<file path="src/rtl/sm83_pkg.sv">
// Package for the SM83 first-quadrant executor: field codes and flag positions.
// No dependencies.
`timescale 1ns / 1ps
package sm83_pkg;
  localparam logic [1:0] MEM_NONE  = 2'd0;
  localparam logic [1:0] MEM_READ  = 2'd1;
  localparam logic [1:0] MEM_WRITE = 2'd2;

  localparam logic [1:0] FAULT_OK    = 2'd0;
  localparam logic [1:0] FAULT_UNSUP = 2'd1;
  localparam logic [1:0] FAULT_STOP  = 2'd2;

  localparam logic [1:0] PEND_NONE = 2'd0;
  localparam logic [1:0] PEND_LDA  = 2'd1;
  localparam logic [1:0] PEND_INC  = 2'd2;
  localparam logic [1:0] PEND_DEC  = 2'd3;

  localparam int FZ = 3;
  localparam int FN = 2;
  localparam int FH = 1;
  localparam int FC = 0;

  localparam logic KIND_INSTR = 1'b0;
  localparam logic KIND_READ  = 1'b1;

  typedef struct packed {
    logic [15:0] next_pc;
    logic [7:0]  acc;
    logic [3:0]  flag_nibble;
    logic [1:0]  mem_op;
    logic [15:0] mem_address;
    logic [7:0]  mem_write_data;
    logic [1:0]  fault;
    logic        last;
  } result_t;
endpackage

</file>
<file path="src/rtl/sm83_first_quadrant_executor.sv">
// Channel   Direction  Signals
// input     in         in_valid_i/in_ready_o, kind_i opcode_i imm_low_i imm_high_i read_data_i
// result    out        out_valid_o/out_ready_i, next_pc_o acc_o flag_nibble_o mem_op_o ...
// One item per cycle when the output does not stall: the architectural state updates
// in the accept cycle and the result is registered for output. LD (a16),SP yields two
// results and holds off input while the second waits in its slot. The output register
// and its second slot stall together with the consumer. Reset clears the architectural
// state and the valid flags; the result data registers are not reset.
// Depends on sm83_pkg.
`timescale 1ns / 1ps
module sm83_first_quadrant_executor
  import sm83_pkg::*;
(
  input  logic        clk_i,
  input  logic        rst_ni,
  input  logic        in_valid_i,
  output logic        in_ready_o,
  input  logic        kind_i,
  input  logic [7:0]  opcode_i,
  input  logic [7:0]  imm_low_i,
  input  logic [7:0]  imm_high_i,
  input  logic [7:0]  read_data_i,
  output logic        out_valid_o,
  input  logic        out_ready_i,
  output logic [15:0] next_pc_o,
  output logic [7:0]  acc_o,
  output logic [3:0]  flag_nibble_o,
  output logic [1:0]  mem_op_o,
  output logic [15:0] mem_address_o,
  output logic [7:0]  mem_write_data_o,
  output logic [1:0]  fault_o,
  output logic        last_o
);
  logic [7:0]  regs_q [7];
  logic [7:0]  regs_d [7];
  logic [3:0]  f_q, f_d;
  logic [15:0] sp_q, sp_d, pc_q, pc_d;
  logic [1:0]  pend_q, pend_d;
  logic [15:0] paddr_q, paddr_d;
  result_t     res0, res1, out_q, sec_q;
  logic        two;
  logic        ov_q, sv_q;
  logic        acc_in;

  assign in_ready_o = !sv_q && (!ov_q || out_ready_i);
  assign acc_in = in_valid_i && in_ready_o;

  function automatic logic [15:0] pget(input logic [1:0] p, input logic [7:0] r [7],
                                       input logic [15:0] sp);
    case (p)
      2'd0:    pget = {r[0], r[1]};
      2'd1:    pget = {r[2], r[3]};
      2'd2:    pget = {r[4], r[5]};
      default: pget = sp;
    endcase
  endfunction

  always_comb begin
    logic [15:0] n16, hl, npc, s, addr;
    logic [16:0] sum;
    logic [1:0]  p;
    logic [2:0]  r, ri;
    logic [7:0]  a, v, dres;
    logic [1:0]  mop;
    logic [15:0] maddr, pv;
    logic [7:0]  mdata;
    logic [1:0]  len;
    logic        take, wp, dc;
    for (int i = 0; i < 7; i++) regs_d[i] = regs_q[i];
    f_d = f_q; sp_d = sp_q; pc_d = pc_q; pend_d = pend_q; paddr_d = paddr_q;
    n16 = {imm_high_i, imm_low_i};
    hl = {regs_q[4], regs_q[5]};
    a = regs_q[6];
    p = opcode_i[5:4];
    r = opcode_i[5:3];
    ri = (r == 3'd7) ? 3'd6 : r;
    mop = MEM_NONE; maddr = '0; mdata = '0;
    two = 1'b0; v = '0; s = '0; sum = '0; addr = '0; dres = '0; dc = 1'b0;
    take = 1'b0; wp = 1'b0; pv = '0;
    res0 = '0; res1 = '0;
    if (kind_i == KIND_READ) begin
      pend_d = PEND_NONE;
      if (pend_q == PEND_LDA) begin
        regs_d[6] = read_data_i;
      end else if (pend_q != PEND_NONE) begin
        if (pend_q == PEND_INC) begin
          v = read_data_i + 8'd1;
          f_d = {v == 8'd0, 1'b0, read_data_i[3:0] == 4'hF, f_q[FC]};
        end else begin
          v = read_data_i - 8'd1;
          f_d = {v == 8'd0, 1'b1, read_data_i[3:0] == 4'h0, f_q[FC]};
        end
        mop = MEM_WRITE; maddr = paddr_q; mdata = v;
      end
      res0 = '{pc_q, regs_d[6], f_d, mop, maddr, mdata, FAULT_OK, 1'b1};
    end else if (opcode_i[7:6] != 2'b00) begin
      pend_d = PEND_NONE;
      res0 = '{pc_q, a, f_q, MEM_NONE, 16'd0, 8'd0, FAULT_UNSUP, 1'b1};
    end else if (opcode_i == 8'h10 && imm_low_i != 8'd0) begin
      pend_d = PEND_NONE;
      res0 = '{pc_q, a, f_q, MEM_NONE, 16'd0, 8'd0, FAULT_STOP, 1'b1};
    end else begin
      pend_d = PEND_NONE;
      if (opcode_i[2:0] == 3'd6 || opcode_i == 8'h10 || opcode_i == 8'h18
          || (opcode_i & 8'hE7) == 8'h20) len = 2'd2;
      else if (opcode_i[3:0] == 4'h1 || opcode_i == 8'h08) len = 2'd3;
      else len = 2'd1;
      npc = pc_q + {14'd0, len};
      pv = pget(p, regs_q, sp_q);
      case (opcode_i[3:0])
        4'h1, 4'h3, 4'hB, 4'h9, 4'h2, 4'hA: begin
          wp = 1'b1;
          case (opcode_i[3:0])
            4'h1: s = n16;
            4'h3: s = pv + 16'd1;
            4'hB: s = pv - 16'd1;
            4'h9: begin
              sum = {1'b0, hl} + {1'b0, pv};
              f_d = {f_q[FZ], 1'b0, ({1'b0, hl[11:0]} + {1'b0, pv[11:0]}) > 13'h0FFF, sum[16]};
              s = sum[15:0];
            end
            default: begin
              addr = (p == 2'd0) ? {regs_q[0], regs_q[1]} :
                     (p == 2'd1) ? {regs_q[2], regs_q[3]} : hl;
              if (opcode_i[3]) begin
                pend_d = PEND_LDA; paddr_d = addr; mop = MEM_READ; maddr = addr;
              end else begin
                mop = MEM_WRITE; maddr = addr; mdata = a;
              end
              wp = p[1];
              s = p[0] ? hl - 16'd1 : hl + 16'd1;
            end
          endcase
          if (wp) begin
            if (opcode_i[3:0] == 4'h2 || opcode_i[3:0] == 4'hA || opcode_i[3:0] == 4'h9) begin
              regs_d[4] = s[15:8]; regs_d[5] = s[7:0];
            end else begin
              case (p)
                2'd0: begin regs_d[0] = s[15:8]; regs_d[1] = s[7:0]; end
                2'd1: begin regs_d[2] = s[15:8]; regs_d[3] = s[7:0]; end
                2'd2: begin regs_d[4] = s[15:8]; regs_d[5] = s[7:0]; end
                default: sp_d = s;
              endcase
            end
          end
        end
        4'h4, 4'hC, 4'h5, 4'hD, 4'h6, 4'hE: begin
          if (r == 3'd6) begin
            if (opcode_i[2:0] == 3'd6) begin
              mop = MEM_WRITE; maddr = hl; mdata = imm_low_i;
            end else begin
              pend_d = (opcode_i[2:0] == 3'd4) ? PEND_INC : PEND_DEC;
              paddr_d = hl; mop = MEM_READ; maddr = hl;
            end
          end else begin
            v = regs_q[ri];
            if (opcode_i[2:0] == 3'd4) begin
              dres = v + 8'd1;
              f_d = {dres == 8'd0, 1'b0, v[3:0] == 4'hF, f_q[FC]};
            end else if (opcode_i[2:0] == 3'd5) begin
              dres = v - 8'd1;
              f_d = {dres == 8'd0, 1'b1, v[3:0] == 4'h0, f_q[FC]};
            end else begin
              dres = imm_low_i;
            end
            regs_d[ri] = dres;
          end
        end
        default: ;
      endcase
      case (opcode_i)
        8'h07: begin f_d = {3'b000, a[7]}; regs_d[6] = {a[6:0], a[7]}; end
        8'h0F: begin f_d = {3'b000, a[0]}; regs_d[6] = {a[0], a[7:1]}; end
        8'h17: begin f_d = {3'b000, a[7]}; regs_d[6] = {a[6:0], f_q[FC]}; end
        8'h1F: begin f_d = {3'b000, a[0]}; regs_d[6] = {f_q[FC], a[7:1]}; end
        8'h27: begin
          dres = a; dc = f_q[FC];
          if (f_q[FN]) begin
            if (f_q[FC]) dres = dres - 8'h60;
            if (f_q[FH]) dres = dres - 8'h06;
          end else begin
            if (f_q[FC] || a > 8'h99) begin dres = dres + 8'h60; dc = 1'b1; end
            if (f_q[FH] || a[3:0] > 4'h9) dres = dres + 8'h06;
          end
          regs_d[6] = dres;
          f_d = {dres == 8'd0, f_q[FN], 1'b0, dc};
        end
        8'h2F: begin regs_d[6] = ~a; f_d = f_q | 4'b0110; end
        8'h37: f_d = {f_q[FZ], 3'b001};
        8'h3F: f_d = {f_q[FZ], 2'b00, ~f_q[FC]};
        8'h18, 8'h20, 8'h28, 8'h30, 8'h38: begin
          case (opcode_i)
            8'h20:   take = !f_q[FZ];
            8'h28:   take = f_q[FZ];
            8'h30:   take = !f_q[FC];
            8'h38:   take = f_q[FC];
            default: take = 1'b1;
          endcase
          if (take) npc = npc + {{8{imm_low_i[7]}}, imm_low_i};
        end
        8'h08: begin
          two = 1'b1;
          mop = MEM_WRITE; maddr = n16; mdata = sp_q[7:0];
        end
        default: ;
      endcase
      pc_d = npc;
      res0 = '{npc, regs_d[6], f_d, mop, maddr, mdata, FAULT_OK, !two};
      res1 = '{npc, regs_d[6], f_d, MEM_WRITE, n16 + 16'd1, sp_q[15:8], FAULT_OK, 1'b1};
    end
  end

  always_ff @(posedge clk_i or negedge rst_ni) begin
    if (!rst_ni) begin
      for (int i = 0; i < 7; i++) regs_q[i] <= '0;
      f_q <= '0; sp_q <= '0; pc_q <= '0; pend_q <= PEND_NONE; paddr_q <= '0;
      ov_q <= 1'b0; sv_q <= 1'b0;
    end else begin
      if (acc_in) begin
        for (int i = 0; i < 7; i++) regs_q[i] <= regs_d[i];
        f_q <= f_d; sp_q <= sp_d; pc_q <= pc_d; pend_q <= pend_d; paddr_q <= paddr_d;
        ov_q <= 1'b1; sv_q <= two;
      end else if (ov_q && out_ready_i) begin
        ov_q <= sv_q; sv_q <= 1'b0;
      end
    end
  end

  always_ff @(posedge clk_i) begin
    if (acc_in) begin
      out_q <= res0; sec_q <= res1;
    end else if (ov_q && out_ready_i && sv_q) begin
      out_q <= sec_q;
    end
  end

  assign out_valid_o      = ov_q;
  assign next_pc_o        = out_q.next_pc;
  assign acc_o            = out_q.acc;
  assign flag_nibble_o    = out_q.flag_nibble;
  assign mem_op_o         = out_q.mem_op;
  assign mem_address_o    = out_q.mem_address;
  assign mem_write_data_o = out_q.mem_write_data;
  assign fault_o          = out_q.fault;
  assign last_o           = out_q.last;
endmodule

</file>
<file path="config.mk">
export PLATFORM = sky130hd
export DESIGN_NAME = sm83_first_quadrant_executor
export DESIGN_NICKNAME = d
export VERILOG_FILES = /design/src/rtl/sm83_pkg.sv /design/src/rtl/sm83_first_quadrant_executor.sv
export SDC_FILE = /design/constraint.sdc
export NUM_CORES = 1
export LEC_CHECK = 0
export ABC_CLOCK_PERIOD_IN_PS = 3650
export BUFFER_PORTS_ARGS = -buffer_cell sky130_fd_sc_hd__buf_2
export CORE_MARGIN = 2
export CORE_UTILIZATION = 40
export DETAILED_ROUTE_END_ITERATION = 8
export SLEW_MARGIN = 20
export SYNTH_ARGS = -nofsm -noshare
export SYNTH_HDL_FRONTEND = slang
export SYNTH_SLANG_ARGS = --single-unit
</file>
<file path="constraint.sdc">
create_clock -name clk_i -period 3.65 [get_ports clk_i]
set_input_delay 0.5475 -clock clk_i [delete_from_list [all_inputs] [get_ports clk_i]]
set_output_delay 0.5475 -clock clk_i [all_outputs]
set_load 0.05 [all_outputs]
</file>
=== After elaboration in Yosys (flattened, before gate mapping) ===
Cells that the tools add are included.

* Input port bits: 37
* Register bits: 226
* Word-level logic and storage cells: 301
* Output and inout bits: 59

* $add $sub $neg: 17
* $lt $le $gt $ge: 5
* Muxes and demuxes: 140
* Reductions and logical operators: 50
* Bitwise operators: 8
* Equal/unequal tests: 51

{| class="wikitable"
|+ Operators with widths
! operator !! number
|-
| $mux 16 || 21
|-
| $mux 8 || 42
|-
| $mux 57 || 5
|-
| $pmux 48 s2 || 1
|-
| $eq 8x6->1 const B || 8
|-
| $pmux 16 s2 || 2
|-
| $pmux 16 s4 || 1
|-
| $bwmux 56 || 1
|-
| $mux 56 || 1
|-
| $add 16x1->16 const B || 3
|-
| $mux 48 || 1
|-
| $pmux 16 s3 || 1
|-
| $pmux 8 s6 || 1
|-
| $logic_not 8->1 || 5
|-
| $mux 4 || 9
|-
| $mux 2 || 17
|-
| $eq 4x4->1 const B || 8
|-
| $eq 8x5->1 const B || 4
|-
| $mux 32 || 1
|-
| $sub 16x1->16 const B || 2
|-
| $mux 29 || 1
|-
| $reduce_and 9->1 || 3
|-
| $mux 1 || 25
|-
| $bmux 8 s3 || 1
|-
| 51 further kinds || 107
|}

=== Depth between registers and ports, before layout ===
* Depth after elaboration: 22
* Depth in mapped cells: 27
* Gate-level depth less buffers: 22

=== Worst setup path before layout ===
No wires, ideal clock.

* Path type: input port to flip-flop
* Start: input port opcode_i[5]
* End: register out_q (netlist bit next_pc_o[14]), data pin
* Required time: 3373 ps
* Arrival: 5258 ps
* Library setup time: 277 ps
* Setup slack: -1886 ps
* Path buffers: 6
* Stages on the path: 22
* Cells stage by stage: buf_4 > buf_4 > buf_6 > clkbuf_1 > buf_1 > nor3_1 > clkbuf_1 > or3_1 > inv_1 > fa_1 > inv_1 > fa_1 > a21o_1 > a21oi_1 > o21bai_1 > a31o_2 > a2111oi_0 > o21bai_1 > mux2i_1 > nor2_1 > nand2_1 > o311ai_0

* Longest elaborated chain between the ends: 16
* Elaborated cells on any way between the ends: 32
* Classes of those cells: add/sub (2); eq/ne (8); mux (16); reduce/logical (6)

{| class="wikitable"
|+ Ends and longest elaborated chain
! item !! line !! text
|-
| start, declared || sm83_first_quadrant_executor.sv:19 || <nowiki>input logic [7:0] opcode_i,</nowiki>
|-
| $eq 8x5->1 || sm83_first_quadrant_executor.sv:99, sm83_first_quadrant_executor.sv:104 ||
|-
| $logic_or 1x1->1 (2 in a row) || sm83_first_quadrant_executor.sv:104 || <nowiki>if (opcode_i[2:0] == 3'd6 || opcode_i == 8'h10 || opcode_i == 8'h18</nowiki>
|-
| $logic_or 1x1->1 || sm83_first_quadrant_executor.sv:105 || <nowiki>|| (opcode_i & 8'hE7) == 8'h20) len = 2'd2;</nowiki>
|-
| $mux 2 || sm83_first_quadrant_executor.sv:104 ||
|-
| $mux 2 || sm83_first_quadrant_executor.sv:99 || <nowiki>end else if (opcode_i == 8'h10 && imm_low_i != 8'd0) begin</nowiki>
|-
| $mux 2 || sm83_first_quadrant_executor.sv:96 || <nowiki>end else if (opcode_i[7:6] != 2'b00) begin</nowiki>
|-
| $mux 2 || sm83_first_quadrant_executor.sv:81 || <nowiki>if (kind_i == KIND_READ) begin</nowiki>
|-
| $add 16x2->16 || sm83_first_quadrant_executor.sv:108 || <nowiki>npc = pc_q + {14'd0, len};</nowiki>
|-
| $add 16x16->16 || sm83_first_quadrant_executor.sv:199 || <nowiki>if (take) npc = npc + {{8{imm_low_i[7]}}, imm_low_i};</nowiki>
|-
| $mux 16 || sm83_first_quadrant_executor.sv:199 ||
|-
| $mux 16 || sm83_first_quadrant_executor.sv:171 || <nowiki>case (opcode_i)</nowiki>
|-
| $mux 57 (*) || sm83_first_quadrant_executor.sv:99 ||
|-
| $mux 57 (*) || sm83_first_quadrant_executor.sv:96 ||
|-
| $mux 57 (*) || sm83_first_quadrant_executor.sv:81 ||
|-
| $mux 57 (*) || sm83_first_quadrant_executor.sv:230 || <nowiki>if (acc_in) begin</nowiki>
|-
| end signal, assigned || sm83_first_quadrant_executor.sv:231 || <nowiki>out_q <= res0; sec_q <= res1;</nowiki>
|-
| end signal, assigned || sm83_first_quadrant_executor.sv:233 || <nowiki>out_q <= sec_q;</nowiki>
|-
| end, declared || sm83_first_quadrant_executor.sv:40 || <nowiki>result_t res0, res1, out_q, sec_q;</nowiki>
|}

Every way passes the cells marked *; elsewhere a longest branch is shown, timed or not. The select of a mux whose other input is x is not followed.
A chain may end at the register's enable or synchronous reset.

=== Final worst setup path ===
* Start: input port opcode_i[1]
* End: register out_q (netlist bit next_pc_o[14]), data pin

* Longest elaborated chain between the ends: 16
* Elaborated cells on any way between the ends: 34
* Classes of those cells: add/sub (2); eq/ne (10); mux (16); reduce/logical (6)

{| class="wikitable"
|+ Ends and longest elaborated chain
! item !! line
|-
| $eq 8x5->1 / $eq 3x3->1 (equally long branches) || sm83_first_quadrant_executor.sv:99, sm83_first_quadrant_executor.sv:104
|-
| $logic_or 1x1->1 (2 in a row) || sm83_first_quadrant_executor.sv:104
|-
| $logic_or 1x1->1 || sm83_first_quadrant_executor.sv:105
|-
| $mux 2 || sm83_first_quadrant_executor.sv:104
|-
| $mux 2 || sm83_first_quadrant_executor.sv:99
|-
| $mux 2 || sm83_first_quadrant_executor.sv:96
|-
| $mux 2 || sm83_first_quadrant_executor.sv:81
|-
| $add 16x2->16 || sm83_first_quadrant_executor.sv:108
|-
| $add 16x16->16 || sm83_first_quadrant_executor.sv:199
|-
| $mux 16 || sm83_first_quadrant_executor.sv:199
|-
| $mux 16 || sm83_first_quadrant_executor.sv:171
|-
| $mux 57 (*) || sm83_first_quadrant_executor.sv:99
|-
| $mux 57 (*) || sm83_first_quadrant_executor.sv:96
|-
| $mux 57 (*) || sm83_first_quadrant_executor.sv:81
|-
| $mux 57 (*) || sm83_first_quadrant_executor.sv:230
|}

Marked as above.

==> flow_summary.toml <==
[pwr]
power.leakage_nw = 9.57
pwr-share-clk_pct = 24.2
intPower_mw = 6.83
power_density_mw_per_mm2 = 493
vdd_drop_max_uv = 365
power_switching_mw = 4.32
finalPower_mw = 11.2
seq_power_share_pct = 29.1
swShare_pct = 38.8
pwr-share-comb_pct = 46.7

[synth]
ys.flop_type = "dfrtp_1"
synth-seq-area-share_pct = 35.9
async_flop_share_pct = 50.5
netlist_area_mm2 = 0.0170
synth_top_cell_by_area = "edfxtp_1"
yosysWarnings = 0
synth_seq_cells = 222
syn_nets = 2138
synth-edff-count = 110
syn_inst = 2019
avgSynthCellArea_um2 = 8.42
netlist_top_cells_area = "edfxtp_1 (19%), dfrtp_1 (16%), ha_1 (5.7%)"
synth_cell_types = 82
synth_top_area_share_pct = 19.4

[cells_and_area]
drive_gt1_share_pct = 29.6
n_antenna_cell = 0
stdcell_count = 2964
area_growth_pct = 33.1
fin_nets = 2524
fill_cells = 3825

[clocking]
clock_path_buffers = 3
insertion_delay_ps = 580
clockRootBuffer = "clkbuf_16"
cts_made_buffers = 26
clkTransAtPathRegs_ps = 60
cts_sinks = 222
cts_tree = "built"
htree_levels = 1

[drt]
wl_per_cell_um = 22.4
routed_wl_um = 66500
viasPerCell = 5.99
via_count = 17700
drtPass1Iterations = 8
drt_iter0_markers = 2109
ant_nets = 0
drc = 0

[die]
fp.dieArea_mm2 = 0.0442
initial_utilization_pct = 40.5
io_pins = 96
fp.dieH_um = 210
core_area_mm2 = 0.0419
rows = 75
die_w_um = 210

[hold_path]
hold_path.class = "input pin to flop"
hold_end = "sv_q$_DFFE_PN0P_"
hold_start = "out_ready_i"
min_path_cells = 3

[timing]
slew_viol_final = 0
max_freq_mhz = 261
hold_violations = 0
rsz0062_at_grt = "yes"
setup_ws_ps = -179
tightest_slew_ps = 903
fin_crit_sh_pct = 105
setup-violations-final = 10
final.setup.tns_ps = -1110
period_minus_slack_ps = 3830
relSlewSlack_pct = 39.3
finClkSkew_ps = 19.4

[critical_path]
cp-start-kind = "input pin"
slowest_delay_ps = 410
path_class = "input pin to flop"
crit_fanout = 4
r2r_end = "flag_nibble_o[0]$_DFFE_PP_"
reg2regPathDepth = 13
r2r_slack_ps = 30
reg2reg_from = "sp_q[0]$_DFFE_PN0P_"
path_cells = "buf_8 -> buf_6 -> buf_6 -> nand2_4 -> a21oi_4 -> or3_4 -> ha_4 -> a21o_1 -> and4_4 -> and3_4 -> inv_2 -> nor2_4 -> buf_4 -> nand3_1 -> xnor2_2 -> ha_2 -> buf_4 -> nor4_1 -> a31oi_1 -> o21ai_0 -> nor2_1 -> nand2_1 -> o311ai_2"
crit_arrival_ps = 4120
cp_slowest_cell = "or3_4"
end_kind = "flop"
crit_required_ps = 3940

[flow_run]
max-cap-violations = 0

[placed_design]
dp.cells = 2881
hpwl_um = 49700
io_buffers = 95
post-place-ws_ps = -1050
place.gp.congestion = 0.996

[grt]
grt_pass1_wl_um = 100000
antenna_found_initial = 0
overflow = 0
grt_usage_pct = 29.4
grt_max_degree = 111
grt_pass1_vias = 17000

[status]
status = "finished with violations"
violations = "setup timing"
-- cells in the mapped netlist, types with 9 or more instances --
| cell type | n |
|---|---|
| a211oi_1 | 26 |
| a21o_1 | 27 |
| a21oi_1 | 162 |
| a221oi_1 | 25 |
| a222oi_1 | 11 |
| a22o_1 | 9 |
| a22oi_1 | 20 |
| a31oi_1 | 44 |
| and2_1 | 18 |
| and3_1 | 12 |
| buf_1 | 21 |
| clkbuf_1 | 99 |
| dfrtp_1 | 112 |
| edfxtp_1 | 110 |
| ha_1 | 77 |
| inv_1 | 46 |
| mux2_2 | 19 |
| mux2i_1 | 45 |
| nand2_1 | 227 |
| nand2b_1 | 23 |
| nand3_1 | 45 |
| nand4_1 | 11 |
| nor2_1 | 236 |
| nor2b_1 | 15 |
| nor3_1 | 47 |
| nor4_1 | 10 |
| o211ai_1 | 21 |
| o21a_1 | 33 |
| o21ai_0 | 168 |
| o221ai_1 | 13 |
| o22ai_1 | 12 |
| o31ai_1 | 10 |
| xnor2_1 | 61 |
| xor2_1 | 43 |
-- metrics by stage --
step | hold WS [ps] | utilization (%) | area (um^2)
2_1_floorplan | 252 | - | 17300
6_report | 314 | 54.0 | 22600
5_1_grt | 343 | 54.0 | 22600
3_3_place_gp | 462 | 49.3 | 20700
4_1_cts | 292 | 52.4 | 22000
3_5_place_dp | 470 | 49.3 | 20700
-- flip-flops by register name (all words and copies together), names as in the netlist, 4 cells and up --
register	flops
acc_o	8
f_q	4
mem_write_data_o	8
pc_q	16
regs_q	56
next_pc_o	16
mem_address_o	16
paddr_q	16
sec_q	53
flag_nibble_o	4
sp_q	16
-- what timing repair did --
item | in CTS | in global routing
hold buffers | 1 | 0
endpoints found under the hold margin | 25 | 0
buffers inserted | 19 | 18
pin swaps | 49 | 65
endpoints found under the setup margin | 62 | 72
resized for setup | 68 | 116
-- area by class of cell --
cell class / instances / area [um^2] / area share, %
timing repair buffer: 492 / 3670 / 16.2
sequential: 222 / 6110 / 27.0
clock buffer: 35 / 714 / 3.16
clock inverter: 13 / 153 / 0.674
tap: 539 / 674 / 2.98
inverter: 50 / 214 / 0.945
multi-input combinational: 1613 / 11100 / 49.0
-- power by group through the flow --
stage / clock network (mW) / registers, mW / logic [mW]
after floorplan: 0 / 3.35 / 2.59
after CTS: 2.72 / 3.22 / 4.89
after global routing: 2.81 / 3.27 / 5.60
after detailed placement: 0 / 3.26 / 4.76
after global placement: 0 / 3.25 / 4.69
final: 2.70 / 3.25 / 5.20
-- worst max path at each step --
stage	from	end	slack, ps	depth (start not counted)
floorplan	opcode_i[5]	next_pc_o[11]$_DFFE_PP_	-1090	24
global placement	opcode_i[5]	flag_nibble_o[0]$_DFFE_PP_	-1090	18
detailed placement	opcode_i[5]	flag_nibble_o[0]$_DFFE_PP_	-1050	18
CTS	opcode_i[0]	next_pc_o[14]$_DFFE_PP_	-100	19
global route	opcode_i[1]	next_pc_o[15]$_DFFE_PP_	-320	23
finish	opcode_i[1]	next_pc_o[14]$_DFFE_PP_	-180	23
-- worst max-delay path, delay by kind of cell --
| kind | cells | cell delay (ps) |
|---|---|---|
| AND/OR/NAND/NOR | 9 | 1650 |
| buffers and inverters | 6 | 660 |
| adder cells (fa/ha/maj) | 2 | 590 |
| AO/OA/AOI/OAI | 5 | 490 |
| XOR/XNOR | 1 | 180 |
-- metal layers --
layer  vias up  wire, um  GRT usage, %
met4         0      2860          12.3
met2       808     30500          47.1
li1       8243         -             -
met5         -         0             0
met1      8545     27900          40.2
met3       145      5300          3.92
-- cell families after synthesis --
logic type | Yosys count | share of synthesized area, %
buffers and inverters | 184 | 4.40
DFF | 222 | 35.9
and+or+nand+nor | 691 | 18.3
xor gates and xnor gates | 104 | 5.36
muxes | 66 | 4.17
AOI/OAI and AO/OA | 670 | 25.6
adders and majority gates | 82 | 6.25
-- cells in the final DEF (no fill, tap or decap), types with 40 or more instances in the layout --
cell type,n
buf_4,375
nor2_1,227
nand2_1,219
a21oi_1,144
o21ai_0,129
edfxtp_1,110
dfrtp_1,110
buf_2,88
ha_1,62
xnor2_1,53
mux2i_1,44
nand3_1,40
Power figures use the tool's default switching activity.
